**config.mk**
```make
export PLATFORM = sky130hd
export DESIGN_NAME = lagged_fibonacci_random
export DESIGN_NICKNAME = d
export VERILOG_FILES = /design/src/hdl/lfr_pkg.sv /design/src/hdl/lfr_ram.sv /design/src/hdl/lfr_control.sv /design/src/hdl/lfr_datapath.sv /design/src/hdl/lagged_fibonacci_random.sv
export SDC_FILE = /design/constraint.sdc
export NUM_CORES = 2
export LEC_CHECK = 0
export BUFFER_PORTS_ARGS = -buffer_cell sky130_fd_sc_hd__buf_2
export CAP_MARGIN = 5
export CORE_MARGIN = 2
export CORE_UTILIZATION = 45
export DETAILED_ROUTE_END_ITERATION = 6
export HOLD_SLACK_MARGIN = 0.12
export PLACE_DENSITY = 0.69
export SLEW_MARGIN = 20
export SYNTH_ARGS = -nofsm -noshare
export SYNTH_HDL_FRONTEND = slang
export SYNTH_SLANG_ARGS = --single-unit
```
**constraint.sdc**
```tcl
create_clock -name aclk -period 12.2 [get_ports aclk]
set_input_delay 2.44 -clock aclk [delete_from_list [all_inputs] [get_ports aclk]]
set_output_delay 2.44 -clock aclk [all_outputs]
set_load 0.1 [all_outputs]
```
**src/hdl/lfr_pkg.sv**
```systemverilog
// ----------------------------------------------------------------------------
// Lagged Fibonacci random generator package
// Types, constants and helper functions shared by the generator modules.
// ----------------------------------------------------------------------------
package lfr_pkg;

    localparam int TABLE_LENGTH = 55;
    localparam int SHORT_START  = 31;
    localparam int LCG_WARMUP   = 2;
    localparam int WORD_W       = 32;

    localparam logic [WORD_W-1:0] LCG_MULT = 32'd17317;
    localparam logic [WORD_W-1:0] LCG_INC  = 32'd1;

    localparam logic FUNC_RESEED = 1'b0;
    localparam logic FUNC_DRAW   = 1'b1;

    typedef logic [WORD_W-1:0] word_t;

    typedef struct packed {
        logic load_seed;
        logic lcg_step;
        logic fill_write;
        logic draw_commit;
        logic restart;
    } lfr_cmd_t;

    typedef struct packed {
        logic out_busy;
    } lfr_status_t;

    function automatic word_t lcg_next(input word_t x);
        word_t product;
        product = x * LCG_MULT;
        return product + LCG_INC;
    endfunction

endpackage

```
**src/hdl/lfr_ram.sv**
```systemverilog
// ----------------------------------------------------------------------------
// Lagged Fibonacci random generator RAM
// Generic memory with one write port and two registered read ports.
// ----------------------------------------------------------------------------
module lfr_ram #(
    parameter int WIDTH = 32,
    parameter int DEPTH = 55,
    parameter int ADDR_W = $clog2(DEPTH)
) (
    input  logic              aclk,
    input  logic              we,
    input  logic [ADDR_W-1:0] waddr,
    input  logic [WIDTH-1:0]  wdata,
    input  logic [ADDR_W-1:0] raddr_a,
    output logic [WIDTH-1:0]  rdata_a,
    input  logic [ADDR_W-1:0] raddr_b,
    output logic [WIDTH-1:0]  rdata_b
);

    logic [WIDTH-1:0] mem [DEPTH];

    always_ff @(posedge aclk) begin
        if (we) begin
            mem[waddr] <= wdata;
        end
        rdata_a <= mem[raddr_a];
        rdata_b <= mem[raddr_b];
    end

endmodule

```
**src/hdl/lfr_control.sv**
```systemverilog
// ----------------------------------------------------------------------------
// Lagged Fibonacci random generator controller
// Sequences reseed and draw operations and issues datapath commands.
// ----------------------------------------------------------------------------
module lfr_control #(
    parameter int TABLE_LENGTH = lfr_pkg::TABLE_LENGTH,
    parameter int ADDR_W = $clog2(TABLE_LENGTH)
) (
    input  logic                 aclk,
    input  logic                 aresetn,
    input  logic                 s_valid,
    output logic                 s_ready,
    input  logic                 s_func,
    input  lfr_pkg::lfr_status_t status,
    output lfr_pkg::lfr_cmd_t    cmd,
    output logic [ADDR_W-1:0]    fill_addr
);

    localparam logic [1:0] ST_IDLE     = 2'd0;
    localparam logic [1:0] ST_SCRAMBLE = 2'd1;
    localparam logic [1:0] ST_FILL     = 2'd2;
    localparam logic [1:0] ST_DRAW     = 2'd3;

    logic [1:0]        state_reg, state_next;
    logic [ADDR_W-1:0] cnt_reg, cnt_next;

    always_ff @(posedge aclk) begin
        if (!aresetn) begin
            state_reg <= ST_IDLE;
            cnt_reg   <= '0;
        end else begin
            state_reg <= state_next;
            cnt_reg   <= cnt_next;
        end
    end

    always_comb begin
        state_next = state_reg;
        cnt_next   = cnt_reg;
        cmd        = '0;
        s_ready    = 1'b0;
        unique case (state_reg)
            ST_IDLE: begin
                s_ready = 1'b1;
                if (s_valid) begin
                    if (s_func == lfr_pkg::FUNC_DRAW) begin
                        state_next = ST_DRAW;
                    end else begin
                        cmd.load_seed = 1'b1;
                        cnt_next      = '0;
                        state_next    = ST_SCRAMBLE;
                    end
                end
            end
            ST_SCRAMBLE: begin
                cmd.lcg_step = 1'b1;
                if (cnt_reg == ADDR_W'(lfr_pkg::LCG_WARMUP - 1)) begin
                    cnt_next   = '0;
                    state_next = ST_FILL;
                end else begin
                    cnt_next = cnt_reg + 1'b1;
                end
            end
            ST_FILL: begin
                cmd.lcg_step   = 1'b1;
                cmd.fill_write = 1'b1;
                if (cnt_reg == ADDR_W'(TABLE_LENGTH - 1)) begin
                    cmd.restart = 1'b1;
                    cnt_next    = '0;
                    state_next  = ST_IDLE;
                end else begin
                    cnt_next = cnt_reg + 1'b1;
                end
            end
            ST_DRAW: begin
                if (!status.out_busy) begin
                    cmd.draw_commit = 1'b1;
                    state_next      = ST_IDLE;
                end
            end
            default: begin
                state_next = ST_IDLE;
            end
        endcase
    end

    assign fill_addr = cnt_reg;

endmodule

```
**src/hdl/lfr_datapath.sv**
```systemverilog
// ----------------------------------------------------------------------------
// Lagged Fibonacci random generator datapath
// LCG seed expansion, lag table, read positions and output register.
// ----------------------------------------------------------------------------
module lfr_datapath #(
    parameter int TABLE_LENGTH = lfr_pkg::TABLE_LENGTH,
    parameter int ADDR_W = $clog2(TABLE_LENGTH)
) (
    input  logic                 aclk,
    input  logic                 aresetn,
    input  lfr_pkg::lfr_cmd_t    cmd,
    input  logic [ADDR_W-1:0]    fill_addr,
    output lfr_pkg::lfr_status_t status,
    input  logic [31:0]          s_seed_value,
    output logic                 m_valid,
    input  logic                 m_ready,
    output logic [31:0]          m_random_fraction
);

    lfr_pkg::word_t    x_reg;
    lfr_pkg::word_t    x_step;
    lfr_pkg::word_t    rdata_a, rdata_b;
    lfr_pkg::word_t    diff;
    lfr_pkg::word_t    wdata;
    logic [ADDR_W-1:0] waddr;
    logic              we;
    logic [ADDR_W-1:0] long_pos_reg, long_pos_next;
    logic [ADDR_W-1:0] short_pos_reg, short_pos_next;
    logic              valid_reg [TABLE_LENGTH];
    logic              va_reg, vb_reg;
    logic              out_valid_reg;
    lfr_pkg::word_t    out_data_reg;

    assign x_step = lfr_pkg::lcg_next(x_reg);

    always_ff @(posedge aclk) begin
        if (cmd.load_seed) begin
            x_reg <= s_seed_value;
        end else if (cmd.lcg_step) begin
            x_reg <= x_step;
        end
    end

    // Entries never written since reset read as zero.
    assign diff  = (va_reg ? rdata_a : '0) - (vb_reg ? rdata_b : '0);
    assign we    = cmd.fill_write | cmd.draw_commit;
    assign waddr = cmd.fill_write ? fill_addr : long_pos_reg;
    assign wdata = cmd.fill_write ? x_step : diff;

    lfr_ram #(
        .WIDTH (lfr_pkg::WORD_W),
        .DEPTH (TABLE_LENGTH)
    ) u_lfr_ram (
        .aclk    (aclk),
        .we      (we),
        .waddr   (waddr),
        .wdata   (wdata),
        .raddr_a (long_pos_reg),
        .rdata_a (rdata_a),
        .raddr_b (short_pos_reg),
        .rdata_b (rdata_b)
    );

    always_ff @(posedge aclk) begin
        if (!aresetn) begin
            for (int i = 0; i < TABLE_LENGTH; i++) begin
                valid_reg[i] <= 1'b0;
            end
        end else if (we) begin
            valid_reg[waddr] <= 1'b1;
        end
        va_reg <= valid_reg[long_pos_reg];
        vb_reg <= valid_reg[short_pos_reg];
    end

    always_comb begin
        long_pos_next  = long_pos_reg;
        short_pos_next = short_pos_reg;
        if (cmd.restart) begin
            long_pos_next  = '0;
            short_pos_next = ADDR_W'(lfr_pkg::SHORT_START);
        end else if (cmd.draw_commit) begin
            long_pos_next  = (long_pos_reg == ADDR_W'(TABLE_LENGTH - 1)) ?
                             '0 : long_pos_reg + 1'b1;
            short_pos_next = (short_pos_reg == ADDR_W'(TABLE_LENGTH - 1)) ?
                             '0 : short_pos_reg + 1'b1;
        end
    end

    always_ff @(posedge aclk) begin
        if (!aresetn) begin
            long_pos_reg  <= '0;
            short_pos_reg <= ADDR_W'(lfr_pkg::SHORT_START);
            out_valid_reg <= 1'b0;
        end else begin
            long_pos_reg  <= long_pos_next;
            short_pos_reg <= short_pos_next;
            if (cmd.draw_commit) begin
                out_valid_reg <= 1'b1;
            end else if (m_ready) begin
                out_valid_reg <= 1'b0;
            end
        end
    end

    always_ff @(posedge aclk) begin
        if (cmd.draw_commit) begin
            out_data_reg <= diff;
        end
    end

    assign status.out_busy   = out_valid_reg & ~m_ready;
    assign m_valid           = out_valid_reg;
    assign m_random_fraction = out_data_reg;

endmodule

```
**src/hdl/lagged_fibonacci_random.sv**
```systemverilog
// ----------------------------------------------------------------------------
// Lagged Fibonacci random generator
// Subtractive lagged Fibonacci generator with lags 55 and 24 over UQ0.32 words.
// ----------------------------------------------------------------------------
// A draw beat (func = 1) returns table[long] - table[short] modulo 2^32 as an
// unsigned fraction of one, writes it back and advances both positions. It
// reads both lags from the table memory through its registered read ports,
// then subtracts and writes back. A reseed beat (func = 0) yields no result
// and is made up of the beat itself, two warm-up steps of the x*17317+1
// generator and 55 steps that fill the table one entry per cycle through
// its single write port. The result sits in an output register; a draw
// waits there only while an earlier result is still untaken. After reset
// the table reads as all zeros.
module lagged_fibonacci_random #(
    parameter int TABLE_LENGTH = lfr_pkg::TABLE_LENGTH
) (
    input  logic        aclk,
    input  logic        aresetn,
    input  logic        s_valid,
    output logic        s_ready,
    input  logic        s_func,
    input  logic [31:0] s_seed_value,
    output logic        m_valid,
    input  logic        m_ready,
    output logic [31:0] m_random_fraction
);

    localparam int ADDR_W = $clog2(TABLE_LENGTH);

    lfr_pkg::lfr_cmd_t    cmd;
    lfr_pkg::lfr_status_t status;
    logic [ADDR_W-1:0]    fill_addr;

    lfr_control #(
        .TABLE_LENGTH (TABLE_LENGTH)
    ) u_lfr_control (
        .aclk      (aclk),
        .aresetn   (aresetn),
        .s_valid   (s_valid),
        .s_ready   (s_ready),
        .s_func    (s_func),
        .status    (status),
        .cmd       (cmd),
        .fill_addr (fill_addr)
    );

    lfr_datapath #(
        .TABLE_LENGTH (TABLE_LENGTH)
    ) u_lfr_datapath (
        .aclk              (aclk),
        .aresetn           (aresetn),
        .cmd               (cmd),
        .fill_addr         (fill_addr),
        .status            (status),
        .s_seed_value      (s_seed_value),
        .m_valid           (m_valid),
        .m_ready           (m_ready),
        .m_random_fraction (m_random_fraction)
    );

endmodule

```
Yosys cells after proc, flatten, opt, wreduce, memory -nomap -nowiden --
Memories as Yosys holds them, arrays and structs flattened. A register that Yosys moved wholly into a read port is not among the register bits. Index checks and enable logic that the tools add are counted.
Word-level totals: output and inout port bits 34, bits in writable memories 1815, memories 2, input bits 37, register bits 85
Operators by class: multiply operators 1, bitwise operators 4, reduce and logical (&&, ||, !) cells 9, equal/unequal tests 12, mux-type cells 39, $add $sub $neg 5
Memories:
- u_lfr_datapath.u_lfr_ram.mem | words 55, width 32, rd ports 2, clocked after Yosys merged registers in 2, write ports 1, line lfr_ram.sv:20 | logic [WIDTH-1:0] mem [DEPTH];
- u_lfr_datapath.valid_reg | words 55, width 1, rd ports 2, clocked after Yosys merged registers in 2, write ports 55, line lfr_datapath.sv:29 | logic valid_reg [TABLE_LENGTH];
Operator list (number):
- 32-bit two-way mux | 5
- 6-bit two-way mux | 8
- 32-bit by 1-bit adder with 32-bit output, second input constant | 1
- 32-bit by 15-bit multiplier with 32-bit output, second input constant | 1
- 32-bit subtractor | 1
- 1-bit two-way mux | 19
- 6-bit by 1-bit adder with 6-bit output, second input constant | 3
- 6-bit equality test, second input constant | 3
- 6-bit one-hot mux with 3 select lines | 1
- 2-bit two-way mux | 5
- 2-bit one-hot mux with 4 select lines | 1
- 6-bit by 1-bit equality test with 1-bit output, second input constant | 1
- 2-bit inequality test, second input constant | 3
- 2-bit equality test, second input constant | 2
- 2-bit by 1-bit inequality test with 1-bit output, second input constant | 2
- 4-bit AND reduction | 1
- 2-bit nonzero test | 2
- 2-bit OR reduction | 2
- 3-bit AND reduction | 1
- 3-bit nonzero test | 1
- 2-bit by 1-bit equality test with 1-bit output, second input constant | 1
- 2-bit logical NOT | 1
- 1-bit NOT | 2
- 1-bit bitwise AND | 1
- 2 further kinds | 2

Depth between registers and ports, before layout --
word-level depth 10, gate-level depth with buffers 21, gate-level depth less buffers 20

Modules after synthesis --
A second synthesis with hierarchy kept.
Second synthesis, totals: cell total of the unflattened synthesis 5661, area total of the unflattened synthesis 98015.3 µm²
By module, submodules not included:
- lfr_ram | instances 1, cells each 4055, sequential area each 54131.9 µm², area an instance 82544.2 µm²
- lfr_datapath | instances 1, cells each 1527, sequential area each 3503.4 µm², area an instance 14843.0 µm²
- lfr_control | instances 1, cells each 79, sequential area each 160.2 µm², area an instance 628.1 µm²

Worst setup path before layout --
Ideal clock, no wire load.
path kind register to register, start register u_lfr_datapath.x_reg[12], end memory u_lfr_datapath.u_lfr_ram.mem[0][25], data pin, clock period less this slack 7.094 ns, buffers on the path 0, slack 5.106 ns, required time 11.420 ns, stages on the path, launching flop included 21, arrival 6.314 ns, cell sequence edfxtp_1 -> ha_1 -> ha_1 -> inv_1 -> fa_1 -> inv_1 -> fa_1 -> fa_1 -> inv_1 -> fa_1 -> inv_1 -> ha_1 -> and3_1 -> a31oi_1 -> a21oi_1 -> o21bai_1 -> a41oi_1 -> o21ai_0 -> xor2_1 -> a221oi_1 -> o311ai_0
Between the ends: word-level cells in the longest chain between the ends 3
RTL lines:
- from (decl) | line lfr_datapath.sv:20 | lfr_pkg::word_t x_reg;
- from (signal assigned) | line lfr_datapath.sv:38 | x_reg <= s_seed_value;
- from (signal assigned) | line lfr_datapath.sv:40 | x_reg <= x_step;
- 32-bit by 15-bit multiplier with 32-bit output | line lfr_pkg.sv:34 | product = x * LCG_MULT;
- 32-bit by 1-bit adder with 32-bit output | line lfr_pkg.sv:35 | return product + LCG_INC;
- 32-bit two-way mux | line lfr_datapath.sv:48 | assign wdata = cmd.fill_write ? x_step : diff;
- via u_lfr_datapath.u_lfr_ram.wdata[25] | line lfr_ram.sv:13 | input logic [WIDTH-1:0] wdata,
- to (decl) | line lfr_ram.sv:20
The timed path passes the listed nets, and every way through them passes these cells.

Worst setup path in the final report --
start register u_lfr_datapath.x_reg[12], end memory u_lfr_datapath.u_lfr_ram.mem[35][27], data pin
Same word-level chain as after synthesis.

==> summary.txt <==
I/O pin cnt - 71
Worst EP arrival - 7.35 ns
Final GP Congestion - 0.912
Endpoint class of the critical path - flop
Post-placement cell count - 7,777
Fill cell count - 17,000
Detail Route Antenna Nets - 0
Num CTS Buffers - 197
CP required - 12.70 ns
Crit path max fanout - 55
Hold WC Path Type - flop to flop
Initial Utilization - 45.2%
CP max stage delay - 0.84 ns
Final instance area - 108,000 um^2
Via count - 54,800
WL met1 - 109,000 um
Synth warnings - 0
Mapped Cells - 5,065
Ys async rst share - 0%
Met3 routed WL - 33,700 um
Final Skew - 0.0361 ns
Pin count of the biggest net entering global routing - 125
Share of cells above drive strength 1 - 34.2%
Ys flop type - edfxtp_1
Fraction of the yosys area taken by sequential cells - 59.6%
Type of the worst setup path - flop to flop
Worst Path Buf+Inv - 4
Clk sink count - 1,975
DRC Markers - 0
Slew headroom - 19.4%
Crit path launch type - flop
CTS H-tree lvls - 4
CP Cell Sequence - ha_1 > ha_1 > inv_1 > fa_1 > inv_1 > fa_1 > fa_1 > inv_1 > fa_1 > inv_1 > ha_1 > and3_1 > a31oi_1 > a21oi_1 > o21bai_1 > a41oi_1 > o21ai_0 > a31oi_1 > xnor2_1 > mux2_2
TritonCTS clock tree - done
Fin crit period - 6.85 ns
Most common cell after layout, fill and taps aside - edfxtp_1
Post-synth EDFFs - 1,824
Hold Vio Cnt, Final - 0
Final nets - 5,489
First-pass GRT wire length - 413,000 um
Routed vias/inst - 6.72
Die ar. - 219,000 um^2
Total congestion overflow - 0
Hold Path Cell Cnt - 1
Synthesis-to-layout area growth - 11.2%
Number of global-route vias before repair - 54,400
Wire length per cell - 35.9 um
Crit path depth - 20
Row count - 170
Buffers added on ports - 70
GRT Total Usage - 26.8%
Root buffer cell - clkbuf_16
Worst path top cell family by delay - adder cells
Final setup vio count - 0
Drt first pass iters - 6
Met2 WL - 139,000 um
Max clock buf depth - 3
Syn nets - 5,414
Post-CTS setup buffer count - 0
Floorplan die width - 468 um
Final HPWL DP - 168,000 um
TNS Setup - 0 ns
RSZ-0062 raised after global routing - no
Worst slew pin tran - 1.21 ns
Std-Cell Core Area - 214,000 um^2
Worst skew pair latency - 0.86 ns
Uppermost layer routed - met4
Outcome - complete, no violations
Placed cell area - 101,000 um^2
Clock slew at reported path FFs - 0.06 ns
Hold Buf Count CTS - 0
Yosys cell types - 65
Max-slew violation count - 0
#FFs+latches synth - 1,975
Number of flip-flops in the largest register - 1,760
Critical Path Slowest Stage Cell - mux2_2
Max-Cap Viols - 0
Starting DRT DRC Count - 8,645
R2R cell count - 20
Most frequent cells in the layout - edfxtp_1, mux4_2, nand2_1
Syn Area/Cell - 19.1 um^2
Synth Cell Area - 96,900 um^2
Cts repair resizes - 0
Initial antenna violation count - 4
Non-Filler Instances - 8,149
Die Ht - 468 um
Final WL - 293,000 um
Fmax - 146 MHz
Final Cycle Share - 56.1%
[routing by layer]
metal	track usage [%]	vias to the layer above
met2	42.2	3736
met1	37.3	29300
met5	0	-
met4	9.27	0
met3	5.66	577
li1	-	21200
[synthesized netlist by cell type (15+ instances only)]
| cell type | instances | area, um^2 |
|---|---|---|
| edfxtp_1 | 1824 | 54800 |
| mux4_2 | 1130 | 25400 |
| nand2_1 | 259 | 972 |
| inv_1 | 250 | 938 |
| ha_1 | 206 | 2580 |
| clkbuf_1 | 203 | 762 |
| dfxtp_1 | 151 | 3020 |
| o21ai_0 | 107 | 536 |
| fa_1 | 106 | 2120 |
| nor2_1 | 105 | 394 |
| buf_2 | 86 | 430 |
| mux2_2 | 84 | 946 |
| mux2i_1 | 67 | 671 |
| o21a_1 | 63 | 473 |
| a21oi_1 | 53 | 265 |
| xnor2_1 | 52 | 455 |
| and2_1 | 38 | 238 |
| buf_1 | 38 | 143 |
| xor2_1 | 28 | 245 |
| nand3_1 | 27 | 135 |
| o21bai_1 | 19 | 143 |
| a21o_1 | 18 | 135 |
| nor3_1 | 15 | 75.1 |
[through the flow]
stage          setup WS (ns)  hold WS [ns]  util (%)
4_1_cts                 5.33         0.477      50.2
3_5_place_dp            5.40         0.459      47.2
2_1_floorplan           5.11         0.425         -
6_report                5.35         0.481      50.3
5_1_grt                 5.04         0.493      50.3
3_3_place_gp            5.45         0.449      47.1
[final timing paths]
check / endpoint / startpoint / slack, ns
min reg2reg: u_lfr_datapath.valid_reg[41] / u_lfr_datapath.valid_reg[41] / 0.48
min: u_lfr_datapath.valid_reg[41] / u_lfr_datapath.valid_reg[41] / 0.48
max reg2reg: u_lfr_datapath.u_lfr_ram.mem[35][27] / u_lfr_datapath.x_reg[12] / 5.35
max: u_lfr_datapath.u_lfr_ram.mem[35][27] / u_lfr_datapath.x_reg[12] / 5.35
[area by class of cell]
class	count	area, um^2	share of cell area, %
inverters	251	943	0.876
flip-flops and latches	1975	57800	53.7
repair buffers	206	1540	1.43
clock buffers	284	5640	5.23
diodes	5	12.5	0.0116
clock inverters	81	938	0.871
well taps	2838	3550	3.30
multi-input cells	2509	37300	34.6
[cell families (layout without fill, tap and decap cells)]
group,count (synthesis),after routing,synth area share [%]
buffers and inverters,581,822,2.37
other,0,5,0
flip-flops,1975,1975,59.6
adder cells (fa/ha/maj),312,312,4.85
AND/OR/NAND/NOR,505,505,2.29
AO/OA/AOI/OAI,331,331,2.19
multiplexers,1281,1281,27.9
XOR/XNOR,80,80,0.723
Power is not shown: default switching activity piles up to over one toggle a cycle in this logic, so the estimate is an artifact.
